[config.mk]
export PLATFORM = sky130hd
export DESIGN_NAME = memory_hard_hash_ref_index
export DESIGN_NICKNAME = d
export VERILOG_FILES = /design/src/hdl/mhri_pkg.sv /design/src/hdl/mhri_cfg.sv /design/src/hdl/mhri_lmod_stage.sv /design/src/hdl/mhri_div_stage.sv /design/src/hdl/memory_hard_hash_ref_index.sv
export VERILOG_INCLUDE_DIRS = /design/src /design/src/hdl
export SDC_FILE = /design/constraint.sdc
export NUM_CORES = 2
export LEC_CHECK = 0
export BUFFER_PORTS_ARGS = -buffer_cell sky130_fd_sc_hd__buf_2
export CORE_ASPECT_RATIO = 1.2
export CORE_MARGIN = 5
export CORE_UTILIZATION = 60
export DETAILED_ROUTE_END_ITERATION = 6
export GPL_ROUTABILITY_DRIVEN = 0
export PLACE_DENSITY = 0.77
export SYNTH_ARGS = -nofsm -noshare
export SYNTH_HDL_FRONTEND = slang
export SYNTH_SLANG_ARGS = --single-unit
export TNS_END_PERCENT = 5
[constraint.sdc]
create_clock -name clk -period 20.9 [get_ports clk]
set_input_delay 4.18 -clock clk [delete_from_list [all_inputs] [get_ports clk]]
set_output_delay 4.18 -clock clk [all_outputs]
set_load 0.03 [all_outputs]
[src/hdl/assert_macros.svh]
`ifndef ASSERT_MACROS_SVH
`define ASSERT_MACROS_SVH

// Checks are sampled on the rising clock edge and held off while reset is active.
`define CHECK_IMPLY(label, clk, rst_n, ante, cons, msg) \
    label: assert property (@(posedge clk) disable iff (!rst_n) (ante) |-> (cons)) \
        else $error(msg);

`define CHECK_NEXT(label, clk, rst_n, ante, cons, msg) \
    label: assert property (@(posedge clk) disable iff (!rst_n) (ante) |=> (cons)) \
        else $error(msg);

`endif

[src/hdl/mhri_pkg.sv]
package mhri_pkg;

    localparam int SYNC      = 4;
    localparam int ADDR_BITS = 24;

    localparam int LANE_W  = 8;
    localparam int SLICE_W = 2;
    localparam int OFS_W   = 14;
    localparam int LEN_W   = 15;
    localparam int ADDR_W  = 24;
    localparam int RAND_W  = 32;
    localparam int POS_W   = 24;
    localparam int RAS_W   = 16;
    localparam int SUM_W   = 18;
    localparam int LL_W    = 22;
    localparam int CFG_AW  = 3;
    localparam int CFG_DW  = 32;

    localparam int NSTG       = 10;
    localparam int DIV_STEPS  = 6;
    localparam int LMOD_STEPS = 4;

    localparam logic [LEN_W-1:0]   LEN_MIN    = LEN_W'(2);
    localparam logic [LEN_W-1:0]   LEN_MAX    = LEN_W'(16384);
    localparam logic [SLICE_W-1:0] LAST_SLICE = SLICE_W'(SYNC - 1);
    localparam logic [ADDR_W-1:0]  ADDR_MASK  = ADDR_W'((64'd1 << ADDR_BITS) - 64'd1);

    localparam logic REG_LANE_COUNT = 1'b0;
    localparam logic REG_SEG_LENGTH = 1'b1;

    typedef struct packed {
        logic               first_pass;
        logic [SLICE_W-1:0] slice;
        logic [LANE_W-1:0]  lane;
        logic [OFS_W-1:0]   offset;
        logic [RAND_W-1:0]  prev_word;
    } item_t;

    typedef struct packed {
        logic [ADDR_W-1:0]  prev_address;
        logic [LANE_W-1:0]  tgt_lane;
        logic [SLICE_W-1:0] tgt_slice;
        logic [OFS_W-1:0]   ref_offset;
        logic [ADDR_W-1:0]  ref_address;
        logic               valid_res;
    } result_t;

    typedef struct packed {
        logic [LANE_W-1:0] lane_count;
        logic [LEN_W-1:0]  seg_length;
    } cfg_t;

    typedef struct packed {
        logic [LEN_W-1:0]   rem;
        logic [SUM_W-1:0]   num;
        logic [SLICE_W-1:0] quo;
    } div_t;

    typedef struct packed {
        logic [LANE_W-1:0] rem;
        logic [LANE_W-1:0] num;
    } lmod_t;

    typedef struct packed {
        logic               inv;
        logic               fp;
        logic [SLICE_W-1:0] sl;
        logic [LANE_W-1:0]  ln;
        logic [OFS_W-1:0]   ix;
        logic [LEN_W-1:0]   len;
        logic [LANE_W-1:0]  lanes;
        logic [ADDR_W-1:0]  prev;
        logic [LANE_W-1:0]  rl;
        logic [RAS_W-1:0]   start;
    } ctx_t;

    function automatic logic [ADDR_W-1:0] slice_mul(logic [SLICE_W-1:0] sel,
                                                    logic [LL_W-1:0] v);
        logic [ADDR_W-1:0] w;
        w = ADDR_W'(v);
        case (sel)
            2'd0:    return '0;
            2'd1:    return w;
            2'd2:    return w << 1;
            2'd3:    return w + (w << 1);
            default: return '0;
        endcase
    endfunction

    function automatic div_t div_step(div_t d, logic [LEN_W-1:0] len);
        logic [LEN_W:0] t;
        div_t r;
        t = {d.rem, d.num[SUM_W-1]};
        r = d;
        r.num = {d.num[SUM_W-2:0], 1'b0};
        if (t >= {1'b0, len}) begin
            r.rem = LEN_W'(t - {1'b0, len});
            r.quo = {d.quo[SLICE_W-2:0], 1'b1};
        end else begin
            r.rem = t[LEN_W-1:0];
            r.quo = {d.quo[SLICE_W-2:0], 1'b0};
        end
        return r;
    endfunction

    function automatic lmod_t lmod_step(lmod_t d, logic [LANE_W-1:0] lanes);
        logic [LANE_W:0] t;
        lmod_t r;
        t = {d.rem, d.num[LANE_W-1]};
        r.num = {d.num[LANE_W-2:0], 1'b0};
        if (t >= {1'b0, lanes}) begin
            r.rem = LANE_W'(t - {1'b0, lanes});
        end else begin
            r.rem = t[LANE_W-1:0];
        end
        return r;
    endfunction

endpackage

[src/hdl/mhri_cfg.sv]
module mhri_cfg
    import mhri_pkg::*;
(
    input  logic              clk,
    input  logic              rst_n,
    input  logic              psel,
    input  logic              penable,
    input  logic              pwrite,
    input  logic [CFG_AW-1:0] paddr,
    input  logic [CFG_DW-1:0] pwdata,
    output logic [CFG_DW-1:0] prdata,
    output logic              pready,
    output cfg_t              cfg
);

    logic [LANE_W-1:0] lane_count_reg, lane_count_next;
    logic [LEN_W-1:0]  seg_len_reg, seg_len_next;
    logic              wr;
    logic              idx;

    assign wr     = psel && penable && pwrite;
    assign idx    = paddr[CFG_AW-1];
    assign pready = 1'b1;

    always_comb
    begin
        lane_count_next = lane_count_reg;
        seg_len_next    = seg_len_reg;
        if (wr)
        begin
            case (idx)
                REG_LANE_COUNT: lane_count_next = pwdata[LANE_W-1:0];
                REG_SEG_LENGTH: seg_len_next    = pwdata[LEN_W-1:0];
                default:        lane_count_next = lane_count_reg;
            endcase
        end
    end

    always_ff @(posedge clk or negedge rst_n)
    begin
        if (!rst_n)
        begin
            lane_count_reg <= LANE_W'(1);
            seg_len_reg    <= LEN_W'(2);
        end
        else
        begin
            lane_count_reg <= lane_count_next;
            seg_len_reg    <= seg_len_next;
        end
    end

    always_comb
    begin
        case (idx)
            REG_LANE_COUNT: prdata = CFG_DW'(lane_count_reg);
            REG_SEG_LENGTH: prdata = CFG_DW'(seg_len_reg);
            default:        prdata = '0;
        endcase
    end

    assign cfg.lane_count = lane_count_reg;
    assign cfg.seg_length = seg_len_reg;

endmodule

[src/hdl/mhri_lmod_stage.sv]
module mhri_lmod_stage
    import mhri_pkg::*;
(
    input  logic              clk,
    input  logic              en,
    input  logic [LANE_W-1:0] lanes,
    input  lmod_t             d_in,
    output lmod_t             d_out
);

    lmod_t d_reg, d_next;

    always_comb
    begin
        d_next = d_in;
        for (int i = 0; i < LMOD_STEPS; i++)
        begin
            d_next = lmod_step(d_next, lanes);
        end
    end

    always_ff @(posedge clk)
    begin
        if (en)
        begin
            d_reg <= d_next;
        end
    end

    assign d_out = d_reg;

endmodule

[src/hdl/mhri_div_stage.sv]
module mhri_div_stage
    import mhri_pkg::*;
(
    input  logic             clk,
    input  logic             en,
    input  logic [LEN_W-1:0] len,
    input  div_t             d_in,
    output div_t             d_out
);

    div_t d_reg, d_next;

    always_comb
    begin
        d_next = d_in;
        for (int i = 0; i < DIV_STEPS; i++)
        begin
            d_next = div_step(d_next, len);
        end
    end

    always_ff @(posedge clk)
    begin
        if (en)
        begin
            d_reg <= d_next;
        end
    end

    assign d_out = d_reg;

endmodule

[src/hdl/memory_hard_hash_ref_index.sv]
// Channel   Direction  Handshake                    Payload
// item      in         item_valid / item_stall      item_t
// result    out        result_valid / result_stall  result_t
// config    in         psel penable pwrite pready   paddr, pwdata, prdata
//
// One item enters per cycle while item_stall is low; each result passes through every stage in order.
// The ten stages hold the lane modulo (two stages of four steps), the square and
// the scaling multiply, and the division by the segment length (three stages of six steps).
// A stalled result holds the last stage and the full stages directly before it; empty stages further up keep filling.
// Reset clears the stage valid bits and sets the lane count to 1 and the segment length to 2.
`include "assert_macros.svh"

module memory_hard_hash_ref_index
    import mhri_pkg::*;
(
    input  logic              clk,
    input  logic              rst_n,
    input  logic              item_valid,
    output logic              item_stall,
    input  item_t             item,
    output logic              result_valid,
    input  logic              result_stall,
    output result_t           result,
    input  logic              psel,
    input  logic              penable,
    input  logic              pwrite,
    input  logic [CFG_AW-1:0] paddr,
    input  logic [CFG_DW-1:0] pwdata,
    output logic [CFG_DW-1:0] prdata,
    output logic              pready
);

    cfg_t              cfg;
    logic [NSTG-1:0]   v_reg;
    logic [NSTG-1:0]   en;
    logic [LL_W-1:0]   ll_reg, ll_next;
    logic [LANE_W-1:0] lanes_c;
    logic [LEN_W-1:0]  len_c;

    item_t             s0_reg;
    ctx_t              c_reg [1:8];
    ctx_t              c1_next, c2_next, c3_next;
    logic [POS_W-1:0]  x1_reg, x2_reg, x3_reg;
    logic [2*POS_W-1:0] sq;
    lmod_t             lm_in, l1, l2;
    logic [RAS_W-1:0]  ras_m1_3_reg, ras_m1_3_next, ras_m1_4_reg, prodhi4_reg;
    logic [RAS_W+POS_W-1:0] prod;
    div_t              d5_reg, d5_next, d6, d7, d8;
    result_t           out_reg, out_next;

    mhri_cfg u_cfg (
        .clk     (clk),
        .rst_n   (rst_n),
        .psel    (psel),
        .penable (penable),
        .pwrite  (pwrite),
        .paddr   (paddr),
        .pwdata  (pwdata),
        .prdata  (prdata),
        .pready  (pready),
        .cfg     (cfg)
    );

    always_comb
    begin
        en[NSTG-1] = !v_reg[NSTG-1] || !result_stall;
        for (int i = NSTG - 2; i >= 0; i--)
        begin
            en[i] = !v_reg[i] || en[i+1];
        end
    end

    assign item_stall   = !en[0];
    assign result_valid = v_reg[NSTG-1];
    assign result       = out_reg;

    always_ff @(posedge clk or negedge rst_n)
    begin
        if (!rst_n)
        begin
            v_reg <= '0;
        end
        else
        begin
            if (en[0])
            begin
                v_reg[0] <= item_valid;
            end
            for (int i = 1; i < NSTG; i++)
            begin
                if (en[i])
                begin
                    v_reg[i] <= v_reg[i-1];
                end
            end
        end
    end

    assign lanes_c = (cfg.lane_count == '0) ? LANE_W'(1) : cfg.lane_count;
    assign len_c   = (cfg.seg_length < LEN_MIN) ? LEN_MIN :
                     (cfg.seg_length > LEN_MAX) ? LEN_MAX : cfg.seg_length;
    assign ll_next = LL_W'(lanes_c) * LL_W'(len_c);

    always_ff @(posedge clk)
    begin
        ll_reg <= ll_next;
    end

    // Stage 0: input register.
    always_ff @(posedge clk)
    begin
        if (en[0])
        begin
            s0_reg <= item;
        end
    end

    // Stage 1: context, square of the low word, first half of the lane modulo.
    always_comb
    begin
        c1_next       = '0;
        c1_next.fp    = s0_reg.first_pass;
        c1_next.sl    = s0_reg.slice;
        c1_next.ln    = s0_reg.lane;
        c1_next.ix    = s0_reg.offset;
        c1_next.len   = len_c;
        c1_next.lanes = lanes_c;
        c1_next.inv   = s0_reg.first_pass && (s0_reg.slice == '0) &&
                        (s0_reg.offset < OFS_W'(2));
    end

    assign sq        = s0_reg.prev_word[POS_W-1:0] * s0_reg.prev_word[POS_W-1:0];
    assign lm_in.rem = '0;
    assign lm_in.num = s0_reg.prev_word[RAND_W-1:RAND_W-LANE_W];

    mhri_lmod_stage u_lmod1 (
        .clk   (clk),
        .en    (en[1]),
        .lanes (lanes_c),
        .d_in  (lm_in),
        .d_out (l1)
    );

    // Stage 2: previous block address, second half of the lane modulo.
    always_comb
    begin
        logic [LEN_W-1:0]         idx;
        logic [SLICE_W-1:0]       sel;
        logic [LANE_W+LEN_W-1:0]  lnlen;
        c2_next = c_reg[1];
        if (c_reg[1].ix == '0)
        begin
            idx = c_reg[1].len - LEN_W'(1);
            sel = (c_reg[1].sl == '0) ? LAST_SLICE : c_reg[1].sl - SLICE_W'(1);
        end
        else
        begin
            idx = LEN_W'(c_reg[1].ix) - LEN_W'(1);
            sel = c_reg[1].sl;
        end
        lnlen        = c_reg[1].ln * c_reg[1].len;
        c2_next.prev = (ADDR_W'(idx) + ADDR_W'(lnlen) + slice_mul(sel, ll_reg)) & ADDR_MASK;
    end

    mhri_lmod_stage u_lmod2 (
        .clk   (clk),
        .en    (en[2]),
        .lanes (c_reg[1].lanes),
        .d_in  (l1),
        .d_out (l2)
    );

    // Stage 3: reference lane, size of the reference area and its start.
    always_comb
    begin
        logic              same;
        logic [RAS_W:0]    slen;
        logic [RAS_W:0]    len3;
        logic [RAS_W:0]    ix17;
        logic [RAS_W:0]    iz;
        logic [RAS_W:0]    ras;
        c3_next = c_reg[2];
        same    = (l2.rem == c_reg[2].ln);
        slen    = (RAS_W+1)'(slice_mul(c_reg[2].sl, LL_W'(c_reg[2].len)));
        len3    = (RAS_W+1)'(slice_mul(LAST_SLICE, LL_W'(c_reg[2].len)));
        ix17    = (RAS_W+1)'(c_reg[2].ix);
        iz      = (RAS_W+1)'(c_reg[2].ix == '0);
        c3_next.rl = l2.rem;
        if (c_reg[2].fp)
        begin
            if (c_reg[2].sl == '0)
            begin
                c3_next.rl = c_reg[2].ln;
                ras = ix17 - (RAS_W+1)'(1);
            end
            else if (same)
            begin
                ras = slen + ix17 - (RAS_W+1)'(1);
            end
            else
            begin
                ras = slen - iz;
            end
        end
        else if (same)
        begin
            ras = len3 + ix17 - (RAS_W+1)'(1);
        end
        else
        begin
            ras = len3 - iz;
        end
        if (ras == '0)
        begin
            ras = (RAS_W+1)'(1);
        end
        ras_m1_3_next = RAS_W'(ras - (RAS_W+1)'(1));
        if (c_reg[2].fp || (c_reg[2].sl == LAST_SLICE))
        begin
            c3_next.start = '0;
        end
        else
        begin
            c3_next.start = RAS_W'(slice_mul(c_reg[2].sl + SLICE_W'(1),
                                             LL_W'(c_reg[2].len)));
        end
    end

    // Stage 4: scale the area by the squared word.
    assign prod = ras_m1_3_reg * x3_reg;

    // Stage 5: relative position and dividend.
    always_comb
    begin
        logic [RAS_W-1:0] rel;
        rel         = ras_m1_4_reg - prodhi4_reg;
        d5_next.rem = '0;
        d5_next.quo = '0;
        d5_next.num = SUM_W'(c_reg[4].start) + SUM_W'(rel);
    end

    always_ff @(posedge clk)
    begin
        if (en[1])
        begin
            c_reg[1] <= c1_next;
            x1_reg   <= sq[2*POS_W-1:POS_W];
        end
        if (en[2])
        begin
            c_reg[2] <= c2_next;
            x2_reg   <= x1_reg;
        end
        if (en[3])
        begin
            c_reg[3]     <= c3_next;
            x3_reg       <= x2_reg;
            ras_m1_3_reg <= ras_m1_3_next;
        end
        if (en[4])
        begin
            c_reg[4]     <= c_reg[3];
            ras_m1_4_reg <= ras_m1_3_reg;
            prodhi4_reg  <= prod[RAS_W+POS_W-1:POS_W];
        end
        if (en[5])
        begin
            c_reg[5] <= c_reg[4];
            d5_reg   <= d5_next;
        end
        for (int i = 6; i <= 8; i++)
        begin
            if (en[i])
            begin
                c_reg[i] <= c_reg[i-1];
            end
        end
    end

    // Stages 6 to 8: division of the position by the segment length.
    mhri_div_stage u_div6 (
        .clk   (clk),
        .en    (en[6]),
        .len   (c_reg[5].len),
        .d_in  (d5_reg),
        .d_out (d6)
    );

    mhri_div_stage u_div7 (
        .clk   (clk),
        .en    (en[7]),
        .len   (c_reg[6].len),
        .d_in  (d6),
        .d_out (d7)
    );

    mhri_div_stage u_div8 (
        .clk   (clk),
        .en    (en[8]),
        .len   (c_reg[7].len),
        .d_in  (d7),
        .d_out (d8)
    );

    // Stage 9: reference address and output register.
    always_comb
    begin
        logic [OFS_W-1:0]        ro;
        logic [LANE_W+LEN_W-1:0] rllen;
        ro    = d8.rem[OFS_W-1:0];
        rllen = c_reg[8].rl * c_reg[8].len;
        out_next = '0;
        if (!c_reg[8].inv)
        begin
            out_next.prev_address = c_reg[8].prev;
            out_next.tgt_lane     = c_reg[8].rl;
            out_next.tgt_slice    = d8.quo;
            out_next.ref_offset   = ro;
            out_next.ref_address  = (ADDR_W'(ro) + ADDR_W'(rllen) +
                                     slice_mul(d8.quo, ll_reg)) & ADDR_MASK;
            out_next.valid_res    = 1'b1;
        end
    end

    always_ff @(posedge clk)
    begin
        if (en[NSTG-1])
        begin
            out_reg <= out_next;
        end
    end

    `CHECK_IMPLY(a_stall_full, clk, rst_n, item_stall, &v_reg, "item stalled with a free stage")
    `CHECK_IMPLY(a_invalid_zero, clk, rst_n, result_valid && !result.valid_res, result == '0, "invalid result carries nonzero fields")
    `CHECK_IMPLY(a_rem_range, clk, rst_n, v_reg[8], d8.rem < c_reg[8].len, "division remainder not below segment length")

endmodule

==> impl_metrics.json <==
{
  "outcome": "completed",
  "post_cts_resize_count": 0,
  "io_pins": 207,
  "detail_route.drc_violations": 0,
  "grt_util_all_layers_pct": 27.1,
  "syn_area_per_cell_um2": 10.1,
  "reg2reg_to": "u_div8.d_out[21]",
  "post-synth-top-area-fraction_pct": 25.7,
  "num-nets-final": 11205,
  "synthesized_instance_count": 9101,
  "clkLatencyLatePin_ns": 0.73,
  "timing.reg2reg.setup_slack_ns": 2.49,
  "totalWireLength_um": 217000,
  "fill_cells": 11714,
  "worst_hold_path.endpoint": "c_reg[0][403]",
  "synth_area_mm2": 0.0917,
  "die_width_um": 367,
  "post_drt_via_cell_ratio": 5.92,
  "post_dp_cell_area_mm2": 0.0945,
  "vertical_die_dimension_um": 438,
  "finalCritPeriodShare_pct": 88.1,
  "max_cap_violations": 0,
  "max-clock-path-buffers": 3,
  "worst_hold_path_type": "flop to flop",
  "detailroute.via_count": 66378,
  "critPathCaptureType": "flop",
  "cts_hold_buf": 0,
  "start_util_pct": 60.3,
  "timing.final.max_slew_violations": 0,
  "min-delay-start": "c_reg[0][306]",
  "num_rows": 157,
  "final_critical_path_time_including_i_o_delays_and_setup_ns": 18.41,
  "gr-total-overflow": 0,
  "r2r_start": "c_reg[0][736]",
  "synthFlopType": "edfxtp_1",
  "final_common_cell": "inv_1",
  "number_of_antenna_violations_at_the_first_check_in_global_routing": 4,
  "tritoncts": "done",
  "hpwl_um": 168000,
  "max_slew_margin_pct": 23.5,
  "worst-r2r-cell-count": 65,
  "final.setup_skew_ns": 0.0577,
  "largest_register_ffs": 434,
  "wl_per_cell_um": 19.4,
  "timing.critical_path.mode_cell": "o21ai_0",
  "layout_common_cells": "1420 x inv_1, 1055 x fa_1, 925 x nand2_1",
  "cts.htree.levels": 3,
  "cell_depth_of_the_worst_hold_path": 0,
  "critical_path.top_delay_family": "compound AO/OA/AOI/OAI gates",
  "synth_area_leaders": "edfxtp_1 26%, fa_1 23%, ha_1 12%, inv_1 5.8%, nand2_1 3.8%",
  "slowest_stage_delay_on_critical_path_ns": 0.65,
  "placeableCoreArea_mm2": 0.152,
  "worst_path_bufs_invs": 5,
  "timing.critical_path.from": "c_reg[0][736]",
  "maximum_number_of_pins_on_one_net_before_global_route_repair": 83,
  "route.antenna.remaining_nets": 0,
  "ys_seq_area_share_pct": 27.1,
  "drive_gt1_share_pct": 7.29,
  "cp.required_ns": 21.39,
  "critPathArrivalTime_ns": 18.90,
  "timing.final.hold_violations": 0,
  "max_freq_mhz": 54.3,
  "synth_cell_types": 99,
  "stdcell_area_mm2": 0.0975,
  "cp_max_fo": 35,
  "drtIter0Drc": 5198,
  "dieArea_mm2": 0.161,
  "yosysWarningCount": 0,
  "buffers_on_ports": 169,
  "final.setup.tns_ns": 0,
  "insertedDiodeCount": 0,
  "post_cts.repair.setup_buffers": 0,
  "rsz0062_at_grt": "false",
  "area.growth.synth_to_final_pct": 6.26,
  "iteration_count_of_the_initial_detailed_routing_pass": 6,
  "setup.worst_path.class": "flop to flop",
  "clock-root-buffer": "clkbuf_16",
  "wire_length_of_the_first_global_routing_pass_um": 354000,
  "worst-slew-pin-transition_ns": 1.14,
  "setup_viol_count_final": 0,
  "synthDominantAreaCellType": "edfxtp_1",
  "synthArstFlopShare_pct": 3.93,
  "critical-path-slowest-cell": "edfxtp_1",
  "vias_in_the_first_global_route": 69596,
  "cts.sink_count": 840,
  "critical_path.startpoint_type": "flop",
  "cts_made_buffers": 88,
  "clk_pin_slew_ns": 0.07,
  "synth-edff-count": 785,
  "yosys_register_bits": 840
}
[area by class of cell]
| cell class | instances | area [um2] | share of cell area, % |
|---|---|---|---|
| multi-input combinational | 6567 | 60500 | 62.1 |
| tap | 1987 | 2490 | 2.55 |
| clock inverter | 62 | 637 | 0.653 |
| clock buffer | 101 | 2300 | 2.36 |
| sequential | 840 | 24800 | 25.5 |
| timing repair buffer | 236 | 1350 | 1.38 |
| inverter | 1425 | 5350 | 5.49 |
[kinds of logic after synthesis]
family,Yosys count,share of synthesized area (%)
xor gates and xnor gates,431,4.11
other,2,0.00819
buffers and inverters,1710,7.09
and+or+nand+nor,2595,13.9
adders and majority gates,1948,35.2
muxes,273,3.26
DFF,840,27.1
AOI/OAI and AO/OA,1302,9.35
[cells in the mapped netlist, types with 11 or more instances]
cell / instances
inv_1: 1423
fa_1: 1055
nand2_1: 929
ha_1: 893
edfxtp_1: 785
and2_1: 448
nor2_1: 420
a21oi_1: 328
o21ai_0: 302
xnor2_1: 302
clkbuf_1: 246
mux2_2: 204
nor2b_1: 150
nor3_1: 131
xor2_1: 129
a21o_1: 112
nand3_1: 106
o21a_1: 84
nand4_1: 74
and3_1: 71
mux2i_1: 68
nand2b_1: 57
a211oi_1: 49
or3_1: 49
a21boi_0: 47
a31oi_1: 45
nor4_1: 37
o21bai_1: 37
o211ai_1: 36
a22oi_1: 35
or2_2: 34
dfrtp_1: 31
nor3b_1: 29
dfxtp_1: 22
buf_4: 19
a221o_1: 17
o31ai_1: 17
a211o_1: 16
nand3b_1: 16
a22o_1: 13
a2111oi_0: 12
o2111ai_1: 12
buf_1: 11
o221ai_1: 11
[routing by layer]
metal / vias to the layer above / global-route usage [%] / wire [um]
li1: 30510 / - / -
met1: 32532 / 33.6 / 84100
met2: 2634 / 47.1 / 107000
met3: 700 / 4.37 / 15100
met4: 2 / 11.8 / 10600
met5: - / 0 / 18
[worst max path at each step]
stage,endpoint,slack [ns],depth (start not counted)
after floorplan,u_div8.d_out[24],5.05,68
after global placement,u_div8.d_out[24],3.43,66
after detailed placement,u_div8.d_out[24],2.96,65
after CTS,u_div8.d_out[24],2.91,65
after global routing,u_div8.d_out[24],1.51,67
final,u_div8.d_out[21],2.49,65
[metrics by stage]
stage / worst slack (ns) / hold slack (ns) / util, % / cells
floorplan: 5.05 / 0.400 / - / 9117
global placement: 3.43 / 0.401 / 62.1 / 11055
detailed placement: 2.96 / 0.405 / 62.1 / 11055
CTS: 2.91 / 0.378 / 64.0 / 11218
global route: 1.51 / 0.397 / 64.0 / 11218
finish: 2.49 / 0.392 / 64.0 / 11218
[worst reg2reg max path, delay by kind of cell (launching register included)]
family | cells | cell delay [ns]
buffers and inverters | 5 | 1.05
AO/OA/AOI/OAI | 38 | 10.22
AND/OR/NAND/NOR | 10 | 2.03
flip-flops | 1 | 0.65
adder cells (fa/ha/maj) | 6 | 2.11
multiplexers | 6 | 2.12
Power is left out: the tool's default activity adds up to more than one toggle a clock period on the data nets, which glitch-free logic cannot reach.
